**src/rtl/core/acir_pkg.sv**
```systemverilog
// Shared widths, constants, types and helpers of the box contact resolver.
package acir_pkg;

    localparam int FRAC_W   = 16;
    localparam int WORD_W   = 32;
    localparam int REACH_W  = 31;
    localparam int MASS_W   = 31;
    localparam int BOUNCE_W = 17;
    localparam int GRIP_W   = 19;
    localparam int CFG_W    = 17;
    localparam int CFG_IDX_W = 2;

    localparam int OV_W     = WORD_W + 1;
    localparam int DEPTH_W  = REACH_W;
    localparam int E1_W     = BOUNCE_W + 1;
    localparam int NUM_W    = 50;
    localparam int DEN_W    = 32;
    localparam int GPROD_W  = 2 * GRIP_W;
    localparam int ROOT_W   = GPROD_W / 2;
    localparam int SPLIT_W  = 25;
    localparam int HI_W     = NUM_W - SPLIT_W;
    localparam int PJM_W    = SPLIT_W + ROOT_W;
    localparam int LIMF_W   = HI_W + ROOT_W + SPLIT_W;
    localparam int LIM_W    = LIMF_W - FRAC_W;
    localparam int PP_W     = MASS_W + SPLIT_W;
    localparam int PROD_W   = 64;
    localparam int MAG_W    = PROD_W - FRAC_W;
    localparam int LANES    = 6;

    localparam int DIV_LAT  = NUM_W;
    localparam int SQRT_LAT = ROOT_W;
    localparam int MU_PAD   = DIV_LAT - SQRT_LAT;

    localparam logic [CFG_W-1:0]  PERCENT_RST = 17'd26214;
    localparam logic [CFG_W-1:0]  SLOP_RST    = 17'd655;
    localparam logic [WORD_W-1:0] TANGENT_EPS = 32'd6;
    localparam logic [E1_W-1:0]   ONE_Q16     = 18'h10000;

    localparam logic [WORD_W-1:0] MAX_POS = {1'b0, {(WORD_W-1){1'b1}}};
    localparam logic [WORD_W-1:0] MIN_NEG = {1'b1, {(WORD_W-1){1'b0}}};

    typedef enum logic [CFG_IDX_W-1:0] {
        CFG_PERCENT = 2'd0,
        CFG_SLOP    = 2'd1
    } t_cfg_idx;

    // Per-item control that rides alongside the dividers.
    typedef struct packed {
        logic              ok;
        logic              contact;
        logic              approach;
        logic              fric_en;
        logic              fneg;
        logic              n_is_y;
        logic              nneg;
        logic [MASS_W-1:0] inv_a;
        logic [MASS_W-1:0] inv_b;
    } t_side;

    typedef struct packed {
        t_side              side;
        logic [NUM_W-1:0]   num_j;
        logic [NUM_W-1:0]   num_f;
        logic [NUM_W-1:0]   num_c;
        logic [DEN_W-1:0]   den;
        logic [GPROD_W-1:0] gprod;
    } t_prep;

    typedef struct packed {
        logic              contact;
        logic [WORD_W-1:0] vel_a_dx;
        logic [WORD_W-1:0] vel_a_dy;
        logic [WORD_W-1:0] vel_b_dx;
        logic [WORD_W-1:0] vel_b_dy;
        logic [WORD_W-1:0] pos_a_dx;
        logic [WORD_W-1:0] pos_a_dy;
        logic [WORD_W-1:0] pos_b_dx;
        logic [WORD_W-1:0] pos_b_dy;
    } t_result;

    // Applies the sign to a magnitude and saturates to a signed word.
    function automatic logic [WORD_W-1:0] sat_signed(input logic [MAG_W-1:0] mag,
                                                     input logic neg);
        logic [WORD_W-1:0] res;
        if (!neg) begin
            res = (mag > MAG_W'(MAX_POS)) ? MAX_POS : mag[WORD_W-1:0];
        end else begin
            res = (mag > MAG_W'(MIN_NEG)) ? MIN_NEG : (~mag[WORD_W-1:0] + 1'b1);
        end
        return res;
    endfunction

endpackage

```
**src/rtl/core/acir_sqrt.sv**
```systemverilog
// Pipelined integer square root, one root bit per stage.
module acir_sqrt #(
    parameter int IN_W = acir_pkg::GPROD_W
) (
    input  logic                  i_clk,
    input  logic                  i_adv,
    input  logic [IN_W-1:0]       i_val,
    output logic [IN_W/2-1:0]     o_root
);

    localparam int ROOT_W = IN_W / 2;
    localparam int REM_W  = ROOT_W + 2;

    logic [REM_W-1:0]  r_rem  [ROOT_W];
    logic [ROOT_W-1:0] r_root [ROOT_W];
    logic [IN_W-1:0]   r_val  [ROOT_W];

    for (genvar k = 0; k < ROOT_W; k++) begin : g_stage
        logic [REM_W-1:0]  p_rem, trial_rem, trial, n_rem;
        logic [ROOT_W-1:0] p_root, n_root;
        logic [IN_W-1:0]   p_val;
        logic              ge;

        if (k == 0) begin : g_first
            assign p_rem  = '0;
            assign p_root = '0;
            assign p_val  = i_val;
        end else begin : g_next
            assign p_rem  = r_rem[k-1];
            assign p_root = r_root[k-1];
            assign p_val  = r_val[k-1];
        end

        always_comb begin
            trial_rem = {p_rem[REM_W-3:0], p_val[IN_W-1:IN_W-2]};
            trial     = {p_root, 2'b01};
            ge        = trial_rem >= trial;
            n_rem     = ge ? trial_rem - trial : trial_rem;
            n_root    = {p_root[ROOT_W-2:0], ge};
        end

        always_ff @(posedge i_clk) begin
            if (i_adv) begin
                r_rem[k]  <= n_rem;
                r_root[k] <= n_root;
                r_val[k]  <= {p_val[IN_W-3:0], 2'b00};
            end
        end
    end

    assign o_root = r_root[ROOT_W-1];

endmodule

```
**config.mk**
```make
export PLATFORM = sky130hd
export DESIGN_NAME = acir_sqrt
export DESIGN_NICKNAME = d
export VERILOG_FILES = /design/src/rtl/core/acir_pkg.sv /design/src/rtl/core/acir_sqrt.sv
export SDC_FILE = /design/constraint.sdc
export NUM_CORES = 1
export LEC_CHECK = 0
export BUFFER_PORTS_ARGS = -buffer_cell sky130_fd_sc_hd__buf_4
export CAP_MARGIN = 10
export CELL_PAD_IN_SITES_DETAIL_PLACEMENT = 0
export CELL_PAD_IN_SITES_GLOBAL_PLACEMENT = 1
export CORE_ASPECT_RATIO = 1.5
export CORE_MARGIN = 2
export CORE_UTILIZATION = 48
export CTS_CLUSTER_SIZE = 20
export DETAILED_ROUTE_END_ITERATION = 7
export PLACE_DENSITY = 0.77
export SYNTH_ARGS = -nofsm -noshare
export SYNTH_HDL_FRONTEND = slang
export SYNTH_SLANG_ARGS = --single-unit
```
**constraint.sdc**
```tcl
create_clock -name i_clk -period 2.85 [get_ports i_clk]
set_clock_uncertainty 0.05 [all_clocks]
set_input_delay 0.285 -clock i_clk [delete_from_list [all_inputs] [get_ports i_clk]]
set_output_delay 0.285 -clock i_clk [all_outputs]
set_load 0.02 [all_outputs]
```
# --- Word-level counts from Yosys, hierarchy flattened ---
# Memories as Yosys holds them, arrays and structs flattened.
# Cells that the tools add are included.
totals:
  register_bits: 0
  latch_bits: 0
  mem_bits_rw: 1444
  rom_bits: 0
  inputBits: 40
  output_inout_bits: 19
  wordCells: 62
  n_memories: 3
classes:
  add_sub_neg: 19
  n_mul: 0
  n_div: 0
  order_cmp: 19
  n_eq_ne: 0
  shift: 0
  n_mux: 21
  bitwise: 0
  reduce_logical: 0
mem_list:
  columns: ["name", "words", "width", "read_ports", "rd_clocked_by_memory_dff", "write_ports", "line_no", "rtl"]
  rows:
  - ["r_val", 19, 36, 18, 0, 19, "acir_sqrt.sv:16", "logic [IN_W-1:0] r_val [ROOT_W];"]
  - ["r_rem", 19, 21, 18, 0, 19, "acir_sqrt.sv:14", "logic [REM_W-1:0] r_rem [ROOT_W];"]
  - ["r_root", 19, 19, 19, 0, 19, "acir_sqrt.sv:15", "logic [ROOT_W-1:0] r_root [ROOT_W];"]
ops:
  columns: ["cell", "n"]
  rows:
  - ["two-way mux 21 bit", 19]
  - [">= comparator 21 bit", 18]
  - ["subtractor 21 bit", 18]
  - ["subtractor 2 x 1 -> 3 bit, second input constant", 1]
  - [">= comparator 2 x 1 -> 1 bit, second input constant", 1]
  - ["two-way mux 1 bit", 2]

# --- Depth between registers and ports, before layout ---
# Gate-level depths: netlist (run 1).
# An unclocked memory read counts as a cell.
depth:
  word_depth: 3
  mapped_depth: 12
  depth_no_buf: 10

# --- Worst setup path after synthesis (run 1) ---
# No wires, ideal clock.
synth_path:
  path_kind: "register -> register"
  startpoint: "mem r_rem[12][9] (netlist bit)"
  endpoint: "mem r_rem[13][11] (netlist bit) (data pin)"
  setup_ns: 0.260
  arrival_ns: 2.501
  t_required_ns: 2.540
  slack_ns: 0.040
  stages_incl_launch_ff: 8
  path_buffers: 0
  synth_period_minus_slack_ns: 2.810
  cell_sequence: "edfxtp_1 ha_1 and4_1 or4b_2 nor4b_2 a211oi_2 inv_1 mux2_2"
synth_lines:
  columns: ["element", "line_no"]
  rows:
  - ["start: declaration", "acir_sqrt.sv:14"]

==> summary.json, run 1 <==
{
  "grt_use_total": {"value": 18.0, "unit": "%"},
  "cts_inserted_buffers": {"value": 81},
  "insertion_delay": {"value": 0.64, "unit": "ns"},
  "overflow": {"value": 0},
  "post_synth_edffs": {"value": 852},
  "timing.final.max_slew_violations": {"value": 0},
  "stdcell_count": {"value": 4381},
  "power.density_cell_area": {"value": 735, "unit": "nW/um2"},
  "fin_hold_ws": {"value": 0.0866, "unit": "ns"},
  "die_w": {"value": 237, "unit": "um"},
  "syn_area": {"value": 39200, "unit": "um2"},
  "count_of_nets_after_finishing": {"value": 3529},
  "fp-row-count": {"value": 128},
  "grt_first_pass_wirelength": {"value": 121000, "unit": "um"},
  "max_freq": {"value": 353, "unit": "MHz"},
  "cts.sink_count": {"value": 852},
  "detail_route.first_pass.iterations": {"value": 5},
  "initial_utilization": {"value": 48.3, "unit": "%"},
  "routed_wirelength": {"value": 76300, "unit": "um"},
  "route.detailed.wl_per_inst": {"value": 17.4, "unit": "um"},
  "leading_cell_type_in_the_layout_fill_and_taps_excluded": {"value": "sky130_fd_sc_hd__edfxtp_1"},
  "design.die.area": {"value": 83900, "unit": "um2"},
  "worstPathArrival": {"value": 3.18, "unit": "ns"},
  "required": {"value": 3.20, "unit": "ns"},
  "worst_setup_slack_before_clock_tree_synthesis": {"value": -0.118, "unit": "ns"},
  "die-height": {"value": 354, "unit": "um"},
  "synth_cells": {"value": 2926},
  "post-place-cells": {"value": 4190},
  "area_delta_synth_final": {"value": 17.4, "unit": "%"},
  "drc": {"value": 0},
  "critical_path.startpoint_type": {"value": "register"},
  "crit_path_top_delay_cell": {"value": "sky130_fd_sc_hd__or4_4"},
  "part_of_the_yosys_area_used_for_sequential_elements": {"value": 65.3, "unit": "%"},
  "synthArstFlopShare": {"value": 0, "unit": "%"},
  "detailedPlacementHpwl": {"value": 56600, "unit": "um"},
  "critical_path.max_stage_delay": {"value": 0.48, "unit": "ns"},
  "num_vias": {"value": 23702},
  "cts.root.buffer_cell": {"value": "sky130_fd_sc_hd__clkbuf_16"},
  "worst_setup_path_end_kind": {"value": "register"},
  "slew_headroom": {"value": 59.2, "unit": "%"},
  "final_standard_cell_utilization_of_the_core": {"value": 56.7, "unit": "%"},
  "antenna_found_initial": {"value": 0},
  "worst_hold_path_type": {"value": "input pin to register"},
  "grt_start_max_net_pins": {"value": 68},
  "setup_viol_count_final": {"value": 0},
  "mostFrequentLayoutCells": {"value": "sky130_fd_sc_hd__edfxtp_1 (852), sky130_fd_sc_hd__buf_4 (250), sky130_fd_sc_hd__inv_1 (249)"},
  "distinct_cell_type_count_after_synthesis": {"value": 86},
  "cts_htree_levels": {"value": 3},
  "synthFlopType": {"value": "sky130_fd_sc_hd__edfxtp_1"},
  "timing.critical_path.cells": {"value": "inv_1, ha_2, o211ai_1, a31oi_2, or4_4, a211oi_4, buf_6, buf_12, mux2_2"},
  "antennaDiodeCount": {"value": 0},
  "floorplan.io_pins": {"value": 59},
  "cts_tree": {"value": "built"},
  "status": {"value": "finished clean"},
  "critPathMaxFanout": {"value": 18},
  "gpl.final_weighted_congestion": {"value": 0.915},
  "detail_route.iter0.violations": {"value": 1143},
  "post-route-worst-setup-slack": {"value": 0.0147, "unit": "ns"},
  "finalHoldViolations": {"value": 0},
  "ys_warn_count": {"value": 0},
  "setup-tns-final": {"value": 0, "unit": "ns"},
  "vdd.ir_drop.worst": {"value": 0.528, "unit": "mV"},
  "grt_pass1_vias": {"value": 24712},
  "period_share": {"value": 99.5, "unit": "%"},
  "setup_repair_after_global_routing_missed_its_margin": {"value": "yes"},
  "synth_fp_nets": {"value": 3176},
  "synth-seq-cells": {"value": 852},
  "timing.max_cap.violations": {"value": 0},
  "core_area": {"value": 81000, "unit": "um2"},
  "power_leakage": {"value": 17.8, "unit": "nW"},
  "syn_area_per_cell": {"value": 13.4, "unit": "um2"},
  "drt.antenna.violating_nets": {"value": 0},
  "clk_transition_reported_paths": {"value": 0.07, "unit": "ns"},
  "critical_setup_path_class": {"value": "register to register"},
  "route.detailed.vias_per_inst": {"value": 5.41},
  "worstMarginPinSlew": {"value": 0.613, "unit": "ns"},
  "final_period_minus_worst_setup_slack": {"value": 2.84, "unit": "ns"},
  "final_layout_size_suffix_gt1_share": {"value": 15.2, "unit": "%"},
  "clk_path_buf_depth": {"value": 3},
  "buffer_ports.inserted": {"value": 58}
}
[Yosys cell counts, types with 11 or more instances]
cell | number | area [um2]
sky130_fd_sc_hd__a211oi_1 | 16 | 120
sky130_fd_sc_hd__o31ai_1 | 11 | 82.6
sky130_fd_sc_hd__buf_2 | 13 | 65.1
sky130_fd_sc_hd__o21ai_0 | 142 | 711
sky130_fd_sc_hd__nor2b_1 | 24 | 150
sky130_fd_sc_hd__a21o_1 | 51 | 383
sky130_fd_sc_hd__or4_1 | 23 | 173
sky130_fd_sc_hd__o211ai_1 | 15 | 113
sky130_fd_sc_hd__edfxtp_1 | 852 | 25600
sky130_fd_sc_hd__ha_1 | 210 | 2630
sky130_fd_sc_hd__mux2_2 | 39 | 439
sky130_fd_sc_hd__clkbuf_1 | 29 | 109
sky130_fd_sc_hd__nand4_1 | 32 | 200
sky130_fd_sc_hd__nor3_1 | 77 | 385
sky130_fd_sc_hd__o21a_1 | 47 | 353
sky130_fd_sc_hd__inv_1 | 250 | 938
sky130_fd_sc_hd__xor2_1 | 108 | 946
sky130_fd_sc_hd__and3_1 | 16 | 100
sky130_fd_sc_hd__nand2b_1 | 44 | 275
sky130_fd_sc_hd__a21oi_1 | 183 | 916
sky130_fd_sc_hd__nand3_1 | 41 | 205
sky130_fd_sc_hd__nor4_1 | 29 | 181
sky130_fd_sc_hd__nand2_1 | 142 | 533
sky130_fd_sc_hd__nor2_1 | 199 | 747
sky130_fd_sc_hd__or3_1 | 23 | 144
sky130_fd_sc_hd__xnor2_1 | 139 | 1220
[power by group]
part           internal (W)  switching (W)
Sequential           0.0157       0.000825
Clock               0.00595        0.00455
Combinational       0.00316        0.00356
[critical path: cells and delay by family, from the launching register on]
family | cells | cell delay, ns
compound gates | 3 | 0.63
fa+ha+maj | 1 | 0.31
buf+inv | 3 | 0.37
flops | 1 | 0.38
mux | 1 | 0.35
simple gates | 1 | 0.48
[state kept, by name (all words and copies together), names as in the netlist]
name and cells:
r_rem 320, r_root 190, r_val 342
[repair_timing]
action	in CTS	in global routing
setup endpoints to repair	42	98
endpoints found under the hold margin	39	0
hold buffers	39	0
pin swaps	2	13
gates resized for setup	12	57
setup buffers	0	7
[area by class of cell]
type / count / area (um2)
clock inverters: 50 / 502
repair buffers: 314 / 2750
multi-input cells: 1780 / 12800
flip-flops and latches: 852 / 25600
inverters: 250 / 938
fillers: 6494 / 35100
clock buffers: 95 / 2100
well taps: 1040 / 1300
[layer usage]
| metal | global-route usage, % | share of wire [%] | vias up |
|---|---|---|---|
| met5 | 0 | 0 | - |
| met4 | 9.75 | 4.9 | 0 |
| met3 | 2.39 | 2.9 | 205 |
| met2 | 36.4 | 57 | 436 |
| met1 | 17.1 | 35 | 11473 |
| li1 | - | - | 11588 |
[through the flow]
stage               power (W)  area [um2]
floorplan              0.0208       39200
global placement       0.0231       42600
detailed placement     0.0233       42600
CTS                    0.0340       45600
global route           0.0354       45900
finish                 0.0338       45900
[path summary, 6_finish.rpt]
check	startpoint	to	slack, ns	depth (start not counted)
setup reg to reg	r_root[12][1]$_DFFE_PP_	r_rem[13][7]$_DFFE_PP_	0.01	9
hold reg to reg	r_val[9][28]$_DFFE_PP_	r_val[10][30]$_DFFE_PP_	0.36	0
setup / recovery	r_root[12][1]$_DFFE_PP_	r_rem[13][7]$_DFFE_PP_	0.01	9
hold / removal	i_adv	r_rem[2][3]$_DFFE_PP_	0.09	1
[cells by family after synthesis]
| group | count (synthesis) | synth area share, % |
|---|---|---|
| mux | 41 | 1.17 |
| other cells | 1 | 0.00958 |
| xor+xnor | 247 | 5.53 |
| flops | 852 | 65.3 |
| buf+inv | 294 | 2.86 |
| fa+ha+maj | 210 | 6.71 |
| simple gates | 710 | 9.17 |
| compound gates | 571 | 9.21 |
Note: power is estimated with default switching activity, not from simulation.
==> inputs of run 2 (changes only) <==
- PLACE_DENSITY: 0.77 -> 0.76
==> run 2 against run 1 <==
Combinational power hardly changed. Clock power hardly changed. Clock-buffer cell count is 6 lower. Routed wire length is 1.2% higher. Design area is 0.25% higher. Final cell count hardly changed. Global-route usage is 0.37 points higher. First-iteration DRC count is 2.6% higher. Worst setup slack better by 0.022 ns. Critical endpoint is now r_rem[13][6]$_DFFE_PP_. Largest cell class unchanged.
==> summary.json, run 2 (synthesis gave the netlist of run 1 again) <==
{
  "switching_share": {"value": 26.6, "unit": "%"},
  "internal_power": {"value": 0.0250, "unit": "W"},
  "hold_path_end": {"value": "r_val[0][15]$_DFFE_PP_"},
  "detailedPlacementHpwl": {"value": 57200, "unit": "um"},
  "critical_setup_path_class": {"value": "register to register"},
  "clk_transition_reported_paths": {"value": 0.06, "unit": "ns"},
  "setup_viol_count_final": {"value": 0},
  "critical_path.max_stage_delay": {"value": 0.43, "unit": "ns"},
  "final_layout_size_suffix_gt1_share": {"value": 15.7, "unit": "%"},
  "gpl.final_weighted_congestion": {"value": 0.904},
  "route.detailed.wl_per_inst": {"value": 17.6, "unit": "um"},
  "post-route-worst-setup-slack": {"value": 0.0371, "unit": "ns"},
  "post-place-cells": {"value": 4189},
  "cts_tree": {"value": "built"},
  "setup_repair_after_global_routing_missed_its_margin": {"value": "yes"},
  "floorplan.io_pins": {"value": 59},
  "core_area": {"value": 81000, "unit": "um2"},
  "regToRegEndpoint": {"value": "r_rem[13][6]$_DFFE_PP_"},
  "initial_utilization": {"value": 48.3, "unit": "%"},
  "cts.sink_count": {"value": 852},
  "grt_use_total": {"value": 18.3, "unit": "%"},
  "vdd.ir_drop.worst": {"value": 0.575, "unit": "mV"},
  "final.fill_count": {"value": 6515},
  "area_delta_synth_final": {"value": 17.6, "unit": "%"},
  "r2r_cells": {"value": 9},
  "design.die.area": {"value": 83900, "unit": "um2"},
  "detail_route.iter0.violations": {"value": 1173},
  "die_w": {"value": 237, "unit": "um"},
  "period_share": {"value": 98.7, "unit": "%"},
  "cts_htree_levels": {"value": 3},
  "drc": {"value": 0},
  "hp-start": {"value": "i_val[15]"},
  "p_seq_share": {"value": 48.6, "unit": "%"},
  "leading_cell_type_in_the_layout_fill_and_taps_excluded": {"value": "sky130_fd_sc_hd__edfxtp_1"},
  "clk_path_buf_depth": {"value": 3},
  "grt_pass1_vias": {"value": 24755},
  "worstSetupPathDepth": {"value": 9},
  "antennaDiodeCount": {"value": 0},
  "routed_wirelength": {"value": 77200, "unit": "um"},
  "largest-register": {"value": "r_val"},
  "die-height": {"value": 354, "unit": "um"},
  "status": {"value": "finished clean"},
  "cts.root.buffer_cell": {"value": "sky130_fd_sc_hd__clkbuf_16"},
  "finalHoldViolations": {"value": 0},
  "cp_top_family": {"value": "simple AND/OR/NAND/NOR gates"},
  "route.detailed.vias_per_inst": {"value": 5.39},
  "timing.critical_path.cells": {"value": "inv_1, ha_1, and4_1, nand4_1, o21ai_1, a211oi_4, buf_4, inv_1, mux2_2"},
  "grt_first_pass_wirelength": {"value": 123000, "unit": "um"},
  "antenna_found_initial": {"value": 0},
  "max_freq": {"value": 356, "unit": "MHz"},
  "final_period_minus_worst_setup_slack": {"value": 2.81, "unit": "ns"},
  "count_of_nets_after_finishing": {"value": 3531},
  "multiInputGateArea": {"value": 12800, "unit": "um2"},
  "critical_path.startpoint_type": {"value": "register"},
  "grt_start_max_net_pins": {"value": 94},
  "layout.area.seq": {"value": 25600, "unit": "um2"},
  "cts_inserted_buffers": {"value": 80},
  "power.density_cell_area": {"value": 740, "unit": "nW/um2"},
  "critical_path.n_buffers_inverters": {"value": 3},
  "required": {"value": 3.19, "unit": "ns"},
  "buffer_ports.inserted": {"value": 58},
  "slew_headroom": {"value": 63.1, "unit": "%"},
  "worstPathArrival": {"value": 3.16, "unit": "ns"},
  "timing.final.max_slew_violations": {"value": 0},
  "insertion_delay": {"value": 0.65, "unit": "ns"},
  "switchingPower": {"value": 0.00908, "unit": "W"},
  "finalInstanceArea": {"value": 46100, "unit": "um2"},
  "power_leakage": {"value": 17.8, "unit": "nW"},
  "num_vias": {"value": 23641},
  "critical_path_most_common_cell": {"value": "sky130_fd_sc_hd__inv_1"},
  "stdcell_count": {"value": 4384},
  "crit-reg2reg-launch": {"value": "r_root[12][4]$_DFFE_PP_"},
  "power.share.clock": {"value": 31.7, "unit": "%"},
  "final_standard_cell_utilization_of_the_core": {"value": 56.8, "unit": "%"},
  "largest_register_ffs": {"value": 342},
  "worstMarginPinSlew": {"value": 0.554, "unit": "ns"},
  "detail_route.first_pass.iterations": {"value": 5},
  "setup.reg_to_reg.worst_slack": {"value": 0.04, "unit": "ns"},
  "largest_registers": {"value": "r_val: 342 flops, r_rem: 320 flops, r_root: 190 flops"},
  "worst_setup_path_end_kind": {"value": "register"},
  "worst_setup_slack_before_clock_tree_synthesis": {"value": -0.121, "unit": "ns"},
  "critPathMaxFanout": {"value": 7},
  "fp-row-count": {"value": 128},
  "timing.max_cap.violations": {"value": 0},
  "overflow": {"value": 0},
  "worstHoldPathCells": {"value": 2},
  "dpl_cell_area": {"value": 42500, "unit": "um2"},
  "crit_path_top_delay_cell": {"value": "sky130_fd_sc_hd__ha_1"},
  "worst_hold_path_type": {"value": "input pin to register"},
  "drt.antenna.violating_nets": {"value": 0},
  "comb_power_share": {"value": 19.7, "unit": "%"},
  "mostFrequentLayoutCells": {"value": "sky130_fd_sc_hd__edfxtp_1 (852), sky130_fd_sc_hd__buf_4 (255), sky130_fd_sc_hd__inv_1 (250)"}
}
run 2: cell count changes in the layout (fill, tap and decap cells not counted), sizes merged:
cell         before  now
clkbuf           95   89
dlygate4sd3      39   40
clkinv           39   31
bufinv            7   10
clkinvlp          2   12
inv             252  253
buf             275  277
run 2: routing by layer:
layer	track usage [%]	vias to the layer above	share of wire [%]
met5	0	-	0
met4	8.62	0	4.1
met3	2.60	185	2.7
met2	37.3	361	58
met1	17.8	11500	35
li1	-	11595	-
run 2: power groups by stage:
| stage | sequential (W) | clock [W] | combinational (W) |
|---|---|---|---|
| floorplan | 0.0165 | 0 | 0.00430 |
| global placement | 0.0168 | 0 | 0.00635 |
| detailed placement | 0.0168 | 0 | 0.00651 |
| CTS | 0.0166 | 0.0111 | 0.00660 |
| global route | 0.0167 | 0.0116 | 0.00747 |
| finish | 0.0166 | 0.0108 | 0.00673 |
run 2: final cells by class:
| type | count | share of cell area (%) |
|---|---|---|
| clock buffer | 89 | 4.42 |
| multi-input combinational | 1780 | 27.9 |
| clock inverter | 56 | 1.39 |
| timing repair buffer | 317 | 5.93 |
| sequential | 852 | 55.5 |
| tap | 1040 | 2.83 |
| inverter | 250 | 2.04 |
run 2: per-stage QoR:
| step | total power (W) | TNS, ns | hold slack, ns |
|---|---|---|---|
| floorplan | 0.0208 | 0 | 0.334 |
| global placement | 0.0231 | -1.26 | 0.351 |
| detailed placement | 0.0233 | -2.16 | 0.355 |
| CTS | 0.0343 | -0.0514 | 0.266 |
| global route | 0.0358 | -0.398 | 0.290 |
| finish | 0.0341 | 0 | 0.313 |
run 2: repair_timing:
| item | 4_1_cts | 5_1_grt |
|---|---|---|
| buffers inserted | 1 | 9 |
| resized for setup | 14 | 57 |
| endpoints found under the hold margin | 40 | 0 |
| hold buffers | 40 | 0 |
| pin swaps | 2 | 20 |
| endpoints found under the setup margin | 46 | 93 |
run 2: worst max path at each step:
stage                                  startpoint                       to  slack [ns]
after floorplan            r_rem[12][9]$_DFFE_PP_  r_rem[13][11]$_DFFE_PP_        0.04
after global placement     r_root[8][3]$_DFFE_PP_    r_rem[9][0]$_DFFE_PP_       -0.14
after detailed placement    r_rem[8][4]$_DFFE_PP_    r_rem[9][1]$_DFFE_PP_       -0.12
after CTS                  r_rem[10][2]$_DFFE_PP_  r_rem[11][18]$_DFFE_PP_       -0.05
after global routing       r_rem[13][0]$_DFFE_PP_  r_rem[14][18]$_DFFE_PP_       -0.06
final                     r_root[12][4]$_DFFE_PP_   r_rem[13][6]$_DFFE_PP_        0.04
